--- config.mk ---
export PLATFORM = sky130hd
export DESIGN_NAME = ps2_mouse_packet_tracker
export DESIGN_NICKNAME = d
export VERILOG_FILES = /design/src/rtl/core/ps2mpt_pkg.sv /design/src/rtl/core/ps2mpt_framer.sv /design/src/rtl/core/ps2mpt_axis.sv /design/src/rtl/core/ps2mpt_tracker.sv /design/src/rtl/core/ps2_mouse_packet_tracker.sv
export SDC_FILE = /design/constraint.sdc
export NUM_CORES = 1
export LEC_CHECK = 0
export BUFFER_PORTS_ARGS = -buffer_cell sky130_fd_sc_hd__buf_2
export CELL_PAD_IN_SITES_DETAIL_PLACEMENT = 1
export CELL_PAD_IN_SITES_GLOBAL_PLACEMENT = 1
export CORE_ASPECT_RATIO = 1.1
export CORE_MARGIN = 2
export CORE_UTILIZATION = 43
export CTS_BUF_LIST = sky130_fd_sc_hd__clkbuf_8
export CTS_CLUSTER_DIAMETER = 150
export DETAILED_ROUTE_END_ITERATION = 6
export PLACE_DENSITY_LB_ADDON = 0.1
export SLEW_MARGIN = 10
export SYNTH_ARGS = -nofsm -noshare
export SYNTH_HDL_FRONTEND = slang
export SYNTH_HIERARCHICAL = 1
export SYNTH_SLANG_ARGS = --single-unit
--- constraint.sdc ---
create_clock -name clk -period 4.8 [get_ports clk]
set_input_delay 0.24 -clock clk [delete_from_list [all_inputs] [get_ports clk]]
set_output_delay 0.24 -clock clk [all_outputs]
set_load 0.05 [all_outputs]
--- src/rtl/core/ps2mpt_pkg.sv ---
// Package for the PS/2 mouse packet tracker: header bit masks, reset values,
// register indexes, framer phase type and the packet beat struct.
// No dependencies.
package ps2mpt_pkg;

    // Default geometry, handed to the top level as parameter defaults
    localparam int COORD_BITS_DEF = 12;
    localparam int CELL_SHIFT_DEF = 3;

    // Span registers and configuration port
    localparam int SPAN_W      = 13;
    localparam int CFG_INDEX_W = 2;
    localparam int CFG_DATA_W  = SPAN_W;

    localparam logic [CFG_INDEX_W-1:0] CFG_X_SPAN = 2'd0;
    localparam logic [CFG_INDEX_W-1:0] CFG_Y_SPAN = 2'd1;

    localparam logic [SPAN_W-1:0] X_SPAN_RESET = SPAN_W'(80 * 8);
    localparam logic [SPAN_W-1:0] Y_SPAN_RESET = SPAN_W'(25 * 8);
    localparam int POS_X_RESET = 40 * 8;
    localparam int POS_Y_RESET = 12 * 8;

    // Header byte bits
    localparam logic [7:0] HDR_LEFT  = 8'h01;
    localparam logic [7:0] HDR_SYNC  = 8'h08;
    localparam logic [7:0] HDR_XSIGN = 8'h10;
    localparam logic [7:0] HDR_YSIGN = 8'h20;
    localparam logic [7:0] HDR_XOVF  = 8'h40;
    localparam logic [7:0] HDR_YOVF  = 8'h80;

    // 9-bit deltas, Y negated: needs one more bit for +256
    localparam int DELTA_W = 10;

    typedef enum logic [1:0] {
        PH_HEADER = 2'd0,
        PH_XDELTA = 2'd1,
        PH_YDELTA = 2'd2
    } phase_t;

    // Framer to tracker: a good packet finishes on this byte
    typedef struct packed {
        logic                      done;
        logic                      left;
        logic signed [DELTA_W-1:0] dx;
        logic signed [DELTA_W-1:0] dy;
    } pkt_t;

endpackage

--- src/rtl/core/ps2mpt_framer.sv ---
// Byte framer: phase state machine, held header and X delta byte.
// Flags a good packet and hands out screen-oriented deltas.
// Depends on ps2mpt_pkg.
module ps2mpt_framer
    import ps2mpt_pkg::*;
(
    input  logic       clk,
    input  logic       rst_n,
    input  logic       step,
    input  logic [7:0] data_in,
    output pkt_t       pkt
);

    phase_t     phase_reg;
    phase_t     phase_next;
    logic [7:0] header_reg;
    logic [7:0] header_next;
    logic [7:0] xdelta_reg;
    logic [7:0] xdelta_next;
    logic signed [DELTA_W-1:0] dy_raw;

    always_ff @(posedge clk or negedge rst_n)
    begin
        if (!rst_n)
        begin
            phase_reg  <= PH_HEADER;
            header_reg <= '0;
            xdelta_reg <= '0;
        end
        else if (step)
        begin
            phase_reg  <= phase_next;
            header_reg <= header_next;
            xdelta_reg <= xdelta_next;
        end
    end

    assign dy_raw = {|(header_reg & HDR_YSIGN), |(header_reg & HDR_YSIGN), data_in};

    always_comb
    begin
        phase_next  = PH_HEADER;
        header_next = header_reg;
        xdelta_next = xdelta_reg;
        pkt         = '0;
        unique case (phase_reg)
            PH_XDELTA:
            begin
                xdelta_next = data_in;
                phase_next  = PH_YDELTA;
            end
            PH_YDELTA:
            begin
                phase_next = PH_HEADER;
                // overflowed packets are dropped outright
                pkt.done = ((header_reg & (HDR_XOVF | HDR_YOVF)) == 8'h00);
                pkt.left = |(header_reg & HDR_LEFT);
                pkt.dx   = {|(header_reg & HDR_XSIGN), |(header_reg & HDR_XSIGN),
                            xdelta_reg};
                pkt.dy   = -dy_raw;     // screen Y grows downward
            end
            default:
            begin
                // waiting for a header: only bytes with the sync bit start one
                if (|(data_in & HDR_SYNC))
                begin
                    header_next = data_in;
                    phase_next  = PH_XDELTA;
                end
            end
        endcase
    end

endmodule

--- src/rtl/core/ps2mpt_axis.sv ---
// One axis of pointer motion: add a signed delta and clamp to [0, span-1].
// Span of zero acts as one, span past the coordinate range acts as the range.
// Depends on ps2mpt_pkg.
module ps2mpt_axis
    import ps2mpt_pkg::*;
#(
    parameter int COORD_BITS = COORD_BITS_DEF
)
(
    input  logic [COORD_BITS-1:0]     pos,
    input  logic signed [DELTA_W-1:0] delta,
    input  logic [SPAN_W-1:0]         span,
    output logic [COORD_BITS-1:0]     pos_new
);

    localparam int WIDE_W = ((COORD_BITS > SPAN_W) ? COORD_BITS : SPAN_W) + 2;

    logic [WIDE_W-1:0]        range_w;
    logic [WIDE_W-1:0]        span_w;
    logic [WIDE_W-1:0]        limit;
    logic [WIDE_W-1:0]        limit_m1;
    logic signed [WIDE_W-1:0] sum;

    assign range_w  = WIDE_W'(1) << COORD_BITS;
    assign span_w   = WIDE_W'(span);
    assign sum      = $signed(WIDE_W'(pos)) + WIDE_W'(delta);
    assign limit_m1 = limit - WIDE_W'(1);

    always_comb
    begin
        priority if (span_w == '0)
            limit = WIDE_W'(1);
        else if (span_w > range_w)
            limit = range_w;
        else
            limit = span_w;
    end

    always_comb
    begin
        priority if (sum[WIDE_W-1])
            pos_new = '0;
        else if ($unsigned(sum) >= limit)
            pos_new = limit_m1[COORD_BITS-1:0];
        else
            pos_new = sum[COORD_BITS-1:0];
    end

endmodule

--- src/rtl/core/ps2mpt_tracker.sv ---
// Position tracker: input byte register, framer, two axis clamps, pointer
// position registers and the result register with its handshake.
// Depends on ps2mpt_pkg, ps2mpt_framer, ps2mpt_axis.
module ps2mpt_tracker
    import ps2mpt_pkg::*;
#(
    parameter int COORD_BITS = COORD_BITS_DEF
)
(
    input  logic                  clk,
    input  logic                  rst_n,
    input  logic                  data_valid,
    output logic                  data_ready,
    input  logic [7:0]            data_byte,
    input  logic [SPAN_W-1:0]     x_span,
    input  logic [SPAN_W-1:0]     y_span,
    output logic                  result_valid,
    input  logic                  result_ready,
    output logic [COORD_BITS-1:0] pixel_x,
    output logic [COORD_BITS-1:0] pixel_y,
    output logic                  left_pressed
);

    localparam int CMP_W = ((COORD_BITS > SPAN_W) ? COORD_BITS : SPAN_W) + 1;

    logic                  in_vld_reg;
    logic [7:0]            in_byte_reg;
    logic [COORD_BITS-1:0] pos_x_reg;
    logic [COORD_BITS-1:0] pos_y_reg;
    logic [COORD_BITS-1:0] pos_x_next;
    logic [COORD_BITS-1:0] pos_y_next;
    logic                  res_vld_reg;
    logic [COORD_BITS-1:0] res_x_reg;
    logic [COORD_BITS-1:0] res_y_reg;
    logic                  res_left_reg;
    logic                  advance;
    logic                  step;
    logic                  load;
    pkt_t                  pkt;

    // the held byte moves on whenever the result slot is free or emptying
    assign advance    = !res_vld_reg || result_ready;
    assign step       = in_vld_reg && advance;
    assign load       = step && pkt.done;
    assign data_ready = !in_vld_reg || advance;

    always_ff @(posedge clk or negedge rst_n)
    begin
        if (!rst_n)
            in_vld_reg <= 1'b0;
        else if (data_ready)
            in_vld_reg <= data_valid;
    end

    always_ff @(posedge clk)
    begin
        if (data_valid && data_ready)
            in_byte_reg <= data_byte;
    end

    ps2mpt_framer u_framer (
        .clk     (clk),
        .rst_n   (rst_n),
        .step    (step),
        .data_in (in_byte_reg),
        .pkt     (pkt)
    );

    ps2mpt_axis #(.COORD_BITS(COORD_BITS)) u_axis_x (
        .pos     (pos_x_reg),
        .delta   (pkt.dx),
        .span    (x_span),
        .pos_new (pos_x_next)
    );

    ps2mpt_axis #(.COORD_BITS(COORD_BITS)) u_axis_y (
        .pos     (pos_y_reg),
        .delta   (pkt.dy),
        .span    (y_span),
        .pos_new (pos_y_next)
    );

    always_ff @(posedge clk or negedge rst_n)
    begin
        if (!rst_n)
        begin
            pos_x_reg   <= COORD_BITS'(POS_X_RESET);
            pos_y_reg   <= COORD_BITS'(POS_Y_RESET);
            res_vld_reg <= 1'b0;
        end
        else
        begin
            if (load)
            begin
                pos_x_reg <= pos_x_next;
                pos_y_reg <= pos_y_next;
            end
            if (advance)
                res_vld_reg <= load;
        end
    end

    always_ff @(posedge clk)
    begin
        if (load)
        begin
            res_x_reg    <= pos_x_next;
            res_y_reg    <= pos_y_next;
            res_left_reg <= pkt.left;
        end
    end

    assign result_valid = res_vld_reg;
    assign pixel_x      = res_x_reg;
    assign pixel_y      = res_y_reg;
    assign left_pressed = res_left_reg;

    // a held position never leaves the span it was clamped against
    a_pos_in_span: assert property (@(posedge clk) disable iff (!rst_n)
        load |=> (pos_x_reg == '0 || CMP_W'(pos_x_reg) < $past(CMP_W'(x_span))) &&
                 (pos_y_reg == '0 || CMP_W'(pos_y_reg) < $past(CMP_W'(y_span))))
        else $error("tracked position outside its span");

endmodule

--- src/rtl/core/ps2_mouse_packet_tracker.sv ---
// Top level of the PS/2 mouse packet tracker: span registers, configuration
// port and tracker core, plus the block's assertions.
// Depends on ps2mpt_pkg, ps2mpt_tracker (ps2mpt_framer, ps2mpt_axis).
//
// Takes raw PS/2 mouse bytes, one beat each on the data channel, and frames
// them into three-byte packets (header, X delta, Y delta). While hunting for
// a header, any byte without bit 3 set is discarded. A packet whose header
// has either overflow bit set is dropped and leaves the pointer where it was.
// A good packet adds its 9-bit X delta and subtracts its 9-bit Y delta (top
// of screen is zero), clamps each axis to [0, span-1], and emits one result
// beat: pixel position, character cell (pixel >> CELL_SHIFT) and the left
// button. Header and X delta bytes give no result. Spans are written through
// cfg_we/cfg_index/cfg_data while the block is idle; a span of zero pins the
// axis at 0, a span past 2**COORD_BITS acts as the full range, and a position
// left outside a lowered span is clamped on the next good packet. Reset puts
// the pointer at (320, 96) with spans 640 x 200.
// Throughput is one byte per clock unless the output stalls: a byte is held in
// the input register, the framer and clamp adders settle behind it, and the
// result lands in the output register, so result_valid rises once the Y delta
// byte has moved on from the input register, and the result beat can then be taken.
// The input stays open while a result waits, as long as the input register
// is empty; it stalls only when both the input register and the result
// register are full and the result is not being taken.
module ps2_mouse_packet_tracker
    import ps2mpt_pkg::*;
#(
    parameter int COORD_BITS = COORD_BITS_DEF,
    parameter int CELL_SHIFT = CELL_SHIFT_DEF
)
(
    input  logic                             clk,
    input  logic                             rst_n,
    input  logic                             cfg_we,
    input  logic [CFG_INDEX_W-1:0]           cfg_index,
    input  logic [CFG_DATA_W-1:0]            cfg_data,
    input  logic                             data_valid,
    output logic                             data_ready,
    input  logic [7:0]                       data_byte,
    output logic                             result_valid,
    input  logic                             result_ready,
    output logic [COORD_BITS-1:0]            pixel_x,
    output logic [COORD_BITS-1:0]            pixel_y,
    output logic [COORD_BITS-CELL_SHIFT-1:0] cell_x,
    output logic [COORD_BITS-CELL_SHIFT-1:0] cell_y,
    output logic                             left_pressed
);

    logic [SPAN_W-1:0] x_span_reg;
    logic [SPAN_W-1:0] y_span_reg;

    // span registers; unknown indexes are ignored
    always_ff @(posedge clk or negedge rst_n)
    begin
        if (!rst_n)
        begin
            x_span_reg <= X_SPAN_RESET;
            y_span_reg <= Y_SPAN_RESET;
        end
        else if (cfg_we)
        begin
            unique case (cfg_index)
                CFG_X_SPAN: x_span_reg <= cfg_data;
                CFG_Y_SPAN: y_span_reg <= cfg_data;
                default:    ;
            endcase
        end
    end

    ps2mpt_tracker #(.COORD_BITS(COORD_BITS)) u_tracker (
        .clk          (clk),
        .rst_n        (rst_n),
        .data_valid   (data_valid),
        .data_ready   (data_ready),
        .data_byte    (data_byte),
        .x_span       (x_span_reg),
        .y_span       (y_span_reg),
        .result_valid (result_valid),
        .result_ready (result_ready),
        .pixel_x      (pixel_x),
        .pixel_y      (pixel_y),
        .left_pressed (left_pressed)
    );

    // character cell is just the upper pixel bits
    assign cell_x = pixel_x[COORD_BITS-1:CELL_SHIFT];
    assign cell_y = pixel_y[COORD_BITS-1:CELL_SHIFT];

    // a new result needs a byte to have been held in the input register
    a_result_from_byte: assert property (@(posedge clk) disable iff (!rst_n)
        $rose(result_valid) |-> $past(u_tracker.in_vld_reg))
        else $error("result beat with no byte behind it");

    // a byte consumed with nothing new arriving empties the input register
    a_input_drains: assert property (@(posedge clk) disable iff (!rst_n)
        (u_tracker.step && !(data_valid && data_ready)) |=> !u_tracker.in_vld_reg)
        else $error("input register kept a consumed byte");

    // a held result blocks the input only when a byte is also waiting
    a_ready_open: assert property (@(posedge clk) disable iff (!rst_n)
        !data_ready |-> (result_valid && !result_ready))
        else $error("input stalled with the result slot free");

endmodule

* Yosys cells after proc, flatten, opt, wreduce, memory -nomap -nowiden
Index checks and enable logic that the tools add are counted.
Word-level totals: flip-flop bits (word level) 103, output and inout port bits 45, word-level logic and storage cells 53
Cells by class: add/sub/neg operators 5, $lt $le $gt $ge 4, eq/ne operators 3, mux-type cells 11, bitwise operators 1, reduce and logical (&&, ||, !) cells 16
Operators with widths (count):
- $mux 13 | 4
- $mux 12 | 4
- $ge 15x13->1 | 2
- $logic_not 15->1 | 2
- $add 13x10->14 | 2
- $gt 13x13->1 const B | 2
- $sub 12x1->12 const B | 2
- $mux 22 | 1
- $neg 9->10 | 1
- $logic_not 8->1 | 1
- $reduce_and 2->1 | 3
- $eq 2x1->1 const B | 2
- $pmux 2 s2 | 1
- $logic_and 1x1->1 | 3
- $reduce_and 3->1 | 1
- $eq 2x2->1 const B | 1
- $logic_not 1->1 | 2
- $logic_not 2->1 | 1
- $logic_or 1x1->1 | 2
- $reduce_or 2->1 | 1
- $mux 1 | 1
- $not 1->1 | 1

* Depth between registers and ports, before layout
Gate-level depths: netlist (run 1).
depth in word-level cells 6, mapped depth 22

* By module
The synthesis (run 1) kept the hierarchy.
Modules (own cells, without submodules):
- ps2mpt_tracker | times used 1, cells each 94, area an instance 2084.5 µm²
- ps2mpt_axis at u_tracker.u_axis_y | times used 1, cells each 199, area an instance 1455.1 µm²
- ps2mpt_axis at u_tracker.u_axis_x | times used 1, cells each 185, area an instance 1360.1 µm²
- ps2_mouse_packet_tracker | times used 1, cells each 74, area an instance 1146.1 µm²
- ps2mpt_framer | times used 1, cells each 87, area an instance 890.9 µm²

* Least setup slack after synthesis (run 1)
No wires, ideal clock.
path kind flip-flop to flip-flop, start register u_tracker.in_byte_reg[0], end register u_tracker.pos_y_reg[7], library setup time 65 ps, arrival 4405 ps, data required time 4735 ps, path slack 330 ps, stages on the path, launching flop included 21, path buffers 2, clock period less this slack 4470 ps, path through edfxtp_1 -> inv_1 -> ha_1 -> or4b_4 -> nor4_2 -> mux2i_1 -> ha_1 -> clkbuf_1 -> nand2_1 -> o31ai_2 -> a21oi_1 -> xnor2_1 -> inv_1 -> ha_1 -> and4_1 -> o2111ai_1 -> a21oi_1 -> buf_2 -> nor3_1 -> a311oi_1 -> mux2_4
RTL lines:
- start, declared | RTL line ps2mpt_tracker.sv:27 | logic [7:0] in_byte_reg;
- start signal, assigned | RTL line ps2mpt_tracker.sv:58 | in_byte_reg <= data_byte;
- end signal, assigned | RTL line ps2mpt_tracker.sv:88 | pos_y_reg <= COORD_BITS'(POS_Y_RESET);
- end signal, assigned | RTL line ps2mpt_tracker.sv:96 | pos_y_reg <= pos_y_next;
- end, declared | RTL line ps2mpt_tracker.sv:29 | logic [COORD_BITS-1:0] pos_y_reg;

==> out/results.tsv, run 1 <==
stage	metric	value	unit
status	outcome	complete, no violations	
pwr	power.switching	2440	uW
logic_synthesis	yosysTopAreaCell	dfrtp_1	
worst_setup_path	start_kind	register	
route	first_iter_violations	262	
run	max-cap-violations	0	
pwr	comb_power_share	0.614	
global_route	grt_antenna_before_repair	0	
floorplan	rows	48	
route	vias	5230	
placed_design	port_buffers	72	
global_route	met3_usage	0.0353	
cts	cts_tree	yes	
route	drt_pass1_iterations	4	
logic_synthesis	async_reset_ff_frac	0.670	
pwr	swShare	0.453	
pwr	ir_drop	0.000435	V
logic_synthesis	yosysTopAreaCellShare	0.209	
worst_setup_path	worst_ep_required_time	5.09	ns
pwr	clockPowerShare	0.118	
logic_synthesis	ys_ff_latch	100	
finish	design_area	0.00792	mm^2
logic_synthesis	synth_edf_count	33	
floorplan	die_width	125	um
timing	worst_pin_slew	1.04	ns
cts	clk_latency	0.40	ns
hold_path	hold_class	in2reg	
logic_synthesis	synth.most_common_cell	dfrtp_1	
logic_synthesis	synth.area.top_cells	dfrtp_1 21%, edfxtp_1 14%, ha_1 9.7%	
global_route	grt_pass1_vias	5443	
finish	fin_util	0.503	
placed_design	gp_congestion	0.818	
worst_setup_path	endpoint_kind	register	
logic_synthesis	synth_warnings	6	
cts	cts_buffer_depth	2	
floorplan	coreArea	0.0157	mm^2
timing	period_share	0.951	
route	drc	0	
finish	fin_nets	796	
pwr	seqPwrFrac	0.268	
route	wl_per_cell	19.8	um
floorplan	die_area	0.0172	mm^2
placed_design	dp_hpwl	13.3	mm
hold_path	min_path_cells	1	
logic_synthesis	synth_area_per_cell	10.9	um^2
logic_synthesis	synth_area	0.00694	mm^2
logic_synthesis	ys_types	84	
logic_synthesis	synth_top_flop_cell	dfrtp_1	
pwr	total_power	5390	uW
pwr	p_leak	0.00342	uW
global_route	grtUsageMet2	0.406	
global_route	grt_max_degree	68	
timing	fin_crit	4.56	ns
logic_synthesis	synth_seq_area_share	0.386	
placed_design	dpl-instance-area	0.00737	mm^2
cts	clk_pin_slew_worst_paths	0.11	ns
global_route	grt_pass1_wl	28.6	mm
pwr	cellPowerDensity	681	mW/mm^2
timing	relSlewSlack	0.304	
floorplan	start_util	0.441	
global_route	grt_busiest_layer	met2	
finish	area_growth	14.2	%
route	ant_nets	0	
floorplan	fp.dieH	137	um
finish	drive_above_1_share	0.328	
pwr	p_int	2950	uW
cts	htreeDepth	3	
floorplan	num_io_pins	73	
global_route	grtUsageTotal	0.214	
cts	cts.sinks	100	
logic_synthesis	synth_common_cells	58 x dfrtp_1, 54 x ha_1, 45 x nand2_1	
global_route	globalRouteOverflowTotal	0	
timing	whs	0.0297	ns
route	drt-total-wl	18.2	mm
cts	root_buffer	clkbuf_8	
timing	setup_viol	0	
route	viasPerCell	5.70	
worst_setup_path	cp_max_fo	13	
timing	maxSlewViolCount	0	
timing	finalClockSkew	0.0132	ns
cts	cts_inserted_buffers	9	
logic_synthesis	synth_cells	639	
global_route	grt_use_met1	0.243	
worst_setup_path	crit_type	reg2reg	
logic_synthesis	synth_fp_nets	723	
timing	timing.fmax	219	MHz
timing	tns	0	ns
worst_setup_path	reg2reg_depth	20	
finish	diodes	0	
worst_setup_path	arrival	4.86	ns
timing	hold_viol	0	
## per-stage QoR
step           instances  worst slack, ns
6_report             917            0.237
5_1_grt              917          -0.0214
4_1_cts              910           0.0304
3_5_place_dp         887          -0.0265
3_3_place_gp         887            0.119
2_1_floorplan        639            0.330
## worst max-delay path, stage by stage, from the launching register on
cell      delay, ns
edfxtp_1       0.47
inv_2          0.12
ha_4           0.15
or4b_4         0.51
nor3_4         0.19
nor3_2         0.06
ha_1           0.37
o211a_1        0.20
o21ai_2        0.08
o31ai_2        0.27
a21oi_1        0.12
xnor2_1        0.26
inv_1          0.12
ha_4           0.23
a21o_1         0.19
o21ai_2        0.17
buf_4          0.15
nand2b_4       0.12
o22ai_1        0.19
a21oi_1        0.13
mux2_1         0.35
## path summary, 6_finish.rpt
check,startpoint,endpoint,slack [ns]
max reg2reg,u_tracker/in_byte_reg[0]$_DFFE_PP_,u_tracker/pos_y_reg[2]$_DFFE_PN0P_,0.24
max,u_tracker/in_byte_reg[0]$_DFFE_PP_,u_tracker/pos_y_reg[2]$_DFFE_PN0P_,0.24
min,data_byte[1],u_tracker/in_byte_reg[1]$_DFFE_PP_,0.03
min reg2reg,u_tracker/u_framer/xdelta_reg[0]$_DFFE_PN0P_,u_tracker/u_framer/xdelta_reg[0]$_DFFE_PN0P_,0.49
max in group asynchronous,rst_n,u_tracker/pos_y_reg[11]$_DFFE_PN0P_,4.14
min in group asynchronous,rst_n,y_span_reg[10]$_DFFE_PN0P_,0.04
## power groups by stage
stage / Sequential (uW) / Combinational, uW / Clock [uW]
after floorplan: 1440 / 2200 / 0
after global placement: 1450 / 2820 / 0
after detailed placement: 1460 / 2940 / 0
after CTS: 1440 / 3000 / 648
after global routing: 1480 / 3610 / 676
final: 1440 / 3310 / 635
## logic make-up after synthesis
group | share of synthesized area
flops | 0.386
fa+ha+maj | 0.106
xor+xnor | 0.0390
compound gates | 0.145
buf+inv | 0.0527
simple gates | 0.155
mux | 0.116
## timing repair
item / in CTS / in global routing
cloned: 0 / 1
setup buffers: 0 / 6
resized for setup: 3 / 34
hold endpoints to repair: 7 / 0
endpoints found under the setup margin: 5 / 39
pin swaps: 0 / 12
hold buffers: 7 / 0
## metal layers
metal | share of wire | vias up
li1 | - | 2481
met1 | 0.41 | 2638
met2 | 0.54 | 90
met3 | 0.034 | 21
met4 | 0.019 | 0
met5 | 0 | -
## area by class of cell
cell class / count / area [um^2]
Fill cell: 1730 / 7810
Multi-Input combinational cell: 479 / 4110
Sequential cell: 100 / 2680
Timing Repair Buffer: 98 / 573
Tap cell: 200 / 250
Clock buffer: 9 / 124
Clock inverter: 7 / 93.8
Inverter: 24 / 90.1
## cell usage in the layout, fill, tap and decap left out, types with 5 or more instances in the layout
cell type and n:
buf_2 72, dfrtp_1 58, ha_1 49, nand2_1 45
mux2_2 36, edfxtp_1 33, a21oi_1 32, nor3_1 27
nor2_1 25, inv_1 24, mux2_4 20, buf_4 19
o21ai_0 17, xnor2_1 16, and2_1 15, xor2_1 13
a21o_1 10, clkbuf_8 9, dfstp_2 9, nand3_1 9
a211oi_1 9, nand2b_1 8, nor3_2 8, o21a_1 8
dlygate4sd3_1 7, a211oi_2 7, nor2b_1 7, mux2i_1 6
o211ai_1 6, o21ai_1 5
No activity file was read; power rests on OpenSTA's default activity.
==> run 2: changes to the inputs <==
--- a/config.mk
+++ b/config.mk
@@ -6,15 +6,12 @@
 export NUM_CORES = 1
 export LEC_CHECK = 0
 export BUFFER_PORTS_ARGS = -buffer_cell sky130_fd_sc_hd__buf_2
-export CELL_PAD_IN_SITES_DETAIL_PLACEMENT = 1
-export CELL_PAD_IN_SITES_GLOBAL_PLACEMENT = 1
-export CORE_ASPECT_RATIO = 1.1
+export CORE_ASPECT_RATIO = 0.5
 export CORE_MARGIN = 2
 export CORE_UTILIZATION = 43
 export CTS_BUF_LIST = sky130_fd_sc_hd__clkbuf_8
 export CTS_CLUSTER_DIAMETER = 150
 export DETAILED_ROUTE_END_ITERATION = 6
-export PLACE_DENSITY_LB_ADDON = 0.1
 export SLEW_MARGIN = 10
 export SYNTH_ARGS = -nofsm -noshare
 export SYNTH_HDL_FRONTEND = slang
==> run 2 against run 1 <==
Via count down 4.1%; final area down 1.8%; non-clock buffer count down 3; final cell count unchanged; total power down 4.4%; wire length down 15%; sequential share of layout area up 0.64 points; count of clock-buffer cells in the layout up 2; the run now ends with hold timing left.
==> out/results.tsv, run 2 (same netlist as run 1, synthesis figures left out) <==
stage	metric	value	unit	change
global_route	grt_max_degree	50		was 68
timing	setup_viol	0		unchanged
floorplan	num_io_pins	73		unchanged
cts	clk_pin_slew_worst_paths	0.10	ns	was 0.11 ns
route	wl_met2	6.90	mm	was 9.86 mm
route	top_layer_used	met4		unchanged
global_route	globalRouteOverflowTotal	0		unchanged
route	first_iter_violations	257		was 262
cts	root_buffer	clkbuf_8		unchanged
placed_design	dp_hpwl	11.5	mm	was 13.3 mm
timing	worst_pin_slew	1.02	ns	was 1.04 ns
global_route	grt_pass1_wl	25.5	mm	was 28.6 mm
finish	final_cell_count_no_fill	917		unchanged
run	max-cap-violations	0		unchanged
pwr	ir_drop	0.000308	V	was 0.000435 V
timing	fin_crit	4.63	ns	was 4.56 ns
status	outcome	complete, but fails checks		was complete, no violations
timing	relSlewSlack	0.319		was 0.304
placed_design	gp_congestion	0.819		was 0.818
worst_setup_path	start_kind	register		unchanged
global_route	grt_pass1_vias	4836		was 5443
cts	cts_inserted_buffers	9		unchanged
worst_setup_path	arrival	4.93	ns	was 4.86 ns
timing	tns	0	ns	unchanged
worst_setup_path	cp_max_fo	9		was 13
pwr	p_leak	0.00340	uW	was 0.00342 uW
timing	hold_viol	5		was 0
worst_setup_path	regToRegSetupSlack	0.17	ns	was 0.24 ns
worst_setup_path	crit_type	reg2reg		unchanged
timing	maxSlewViolCount	0		unchanged
route	ant_nets	0		unchanged
route	drt_pass1_iterations	5		was 4
cts	cts_buffer_depth	2		unchanged
finish	layout_commonest_cell	buf_2		unchanged
floorplan	coreArea	0.0156	mm^2	was 0.0157 mm^2
timing	period_share	0.965		was 0.951
timing	whs	-0.0110	ns	was 0.0297 ns
route	vias	5018		was 5230
worst_setup_path	reg2reg_depth	19		was 20
worst_setup_path	timing.rr.start	u_tracker/in_byte_reg[0]$_DFFE_PP_		unchanged
route	wl_met3	485	um	was 618 um
route	wl_per_cell	17.0	um	was 19.8 um
floorplan	die_width	184	um	was 125 um
cts	clk_latency	0.37	ns	was 0.40 ns
hold_path	hold_class	in2async		was in2reg
timing	finalClockSkew	0.0144	ns	was 0.0132 ns
placed_design	placed_cells	893		was 887
finish	fin_nets	792		was 796
route	drc	0		unchanged
cts	cts.sinks	100		unchanged
finish	drive_above_1_share	0.321		was 0.328
finish	mostFrequentLayoutCells	72 x buf_2, 58 x dfrtp_1, 53 x ha_1, 45 x nand2_1, 36 x mux2_2		was 72 x buf_2, 58 x dfrtp_1, 49 x ha_1, 45 x nand2_1, 36 x mux2_2
floorplan	rows	32		was 48
floorplan	fp.dieH	93.8	um	was 137 um
status	violations	hold timing		
route	drt-total-wl	15.5	mm	was 18.2 mm
finish	diodes	0		unchanged
cts	htreeDepth	3		unchanged
floorplan	start_util	0.445		was 0.441
pwr	cellPowerDensity	663	mW/mm^2	was 681 mW/mm^2
finish	area_growth	12.1	%	was 14.2%
global_route	grt_antenna_before_repair	0		unchanged
route	viasPerCell	5.47		was 5.70
global_route	grtUsageTotal	0.189		was 0.214
cts	cts_tree	yes		unchanged
route	drt-met1-wl	7.96	mm	was 7.37 mm
worst_setup_path	r2r_end	u_tracker/pos_y_reg[3]$_DFFE_PN0P_		was u_tracker/pos_y_reg[2]$_DFFE_PN0P_
worst_setup_path	worst_ep_required_time	5.10	ns	was 5.09 ns
worst_setup_path	endpoint_kind	register		unchanged
floorplan	die_area	0.0172	mm^2	about the same
placed_design	port_buffers	72		unchanged
timing	timing.fmax	216	MHz	was 219 MHz
## run 2: area by class of cell
class / instances / area, um^2
clock buffer: 11 / 151
clock inverter: 5 / 76.3
fill: 1450 / 7800
inverter: 24 / 90.1
multi-input combinational: 478 / 3990
sequential: 100 / 2680
tap: 204 / 255
timing repair buffer: 95 / 537
## run 2: metal layers
layer  vias to the layer above  global-route usage
li1                       2483                   -
met1                      2443               0.274
met2                        77               0.289
met3                        15              0.0345
met4                         0              0.0493
met5                         -                   0
## run 2: worst max path at each step
stage	from	to	slack, ns	cells past startpoint
4_1_cts	u_tracker/in_byte_reg[0]$_DFFE_PP_	u_tracker/pos_y_reg[10]$_DFFE_PN0P_	0.003	19
5_1_grt	u_tracker/in_byte_reg[0]$_DFFE_PP_	u_tracker/pos_y_reg[5]$_DFFE_PN1P_	-0.04	21
3_5_place_dp	u_tracker/in_byte_reg[0]$_DFFE_PP_	u_tracker/pos_y_reg[10]$_DFFE_PN0P_	0.02	19
6_report	u_tracker/in_byte_reg[0]$_DFFE_PP_	u_tracker/pos_y_reg[3]$_DFFE_PN0P_	0.17	19
2_1_floorplan	u_tracker/in_byte_reg[0]$_DFFE_PP_	u_tracker/pos_y_reg[7]$_DFFE_PN0P_	0.33	20
3_3_place_gp	u_tracker/in_byte_reg[0]$_DFFE_PP_	u_tracker/pos_y_reg[10]$_DFFE_PN0P_	0.18	19
## run 2: where the power goes
group | internal (uW) | total, uW | switching [uW] | leakage (uW)
registers | 1230 | 1420 | 190 | 0.00111
clock network | 320 | 619 | 299 | 0.000122
logic | 1370 | 3110 | 1740 | 0.00216
## run 2: repair_timing
item,in CTS,in global routing
setup endpoints to repair,0,24
hold buffers,0,0
resized for setup,0,25
buffers inserted,0,7
## run 2: worst max-delay path, stage by stage, from the launching register on
cell,delay [ns]
edfxtp_1,0.46
inv_2,0.10
ha_2,0.20
or4b_4,0.51
nor4_4,0.19
mux2i_2,0.28
ha_1,0.30
a21o_1,0.21
a21oi_2,0.14
o31ai_2,0.08
a21oi_1,0.18
xnor2_1,0.19
inv_1,0.08
ha_1,0.33
a21o_1,0.20
o21ai_2,0.18
nor2b_4,0.23
nand2_4,0.12
a311oi_1,0.36
mux2_4,0.21
## run 2: metrics by stage
stage / setup WS, ns / hold slack [ns] / util / instance area, um^2 / power (uW)
floorplan: 0.330 / -0.0556 / - / 6940 / 3650
global placement: 0.185 / 0.418 / 0.474 / 7390 / 4300
detailed placement: 0.0236 / 0.419 / 0.474 / 7390 / 4350
CTS: 0.00256 / 0.00977 / 0.489 / 7620 / 5010
global route: -0.0414 / 0.0104 / 0.499 / 7770 / 5580
finish: 0.170 / -0.0110 / 0.499 / 7770 / 5160
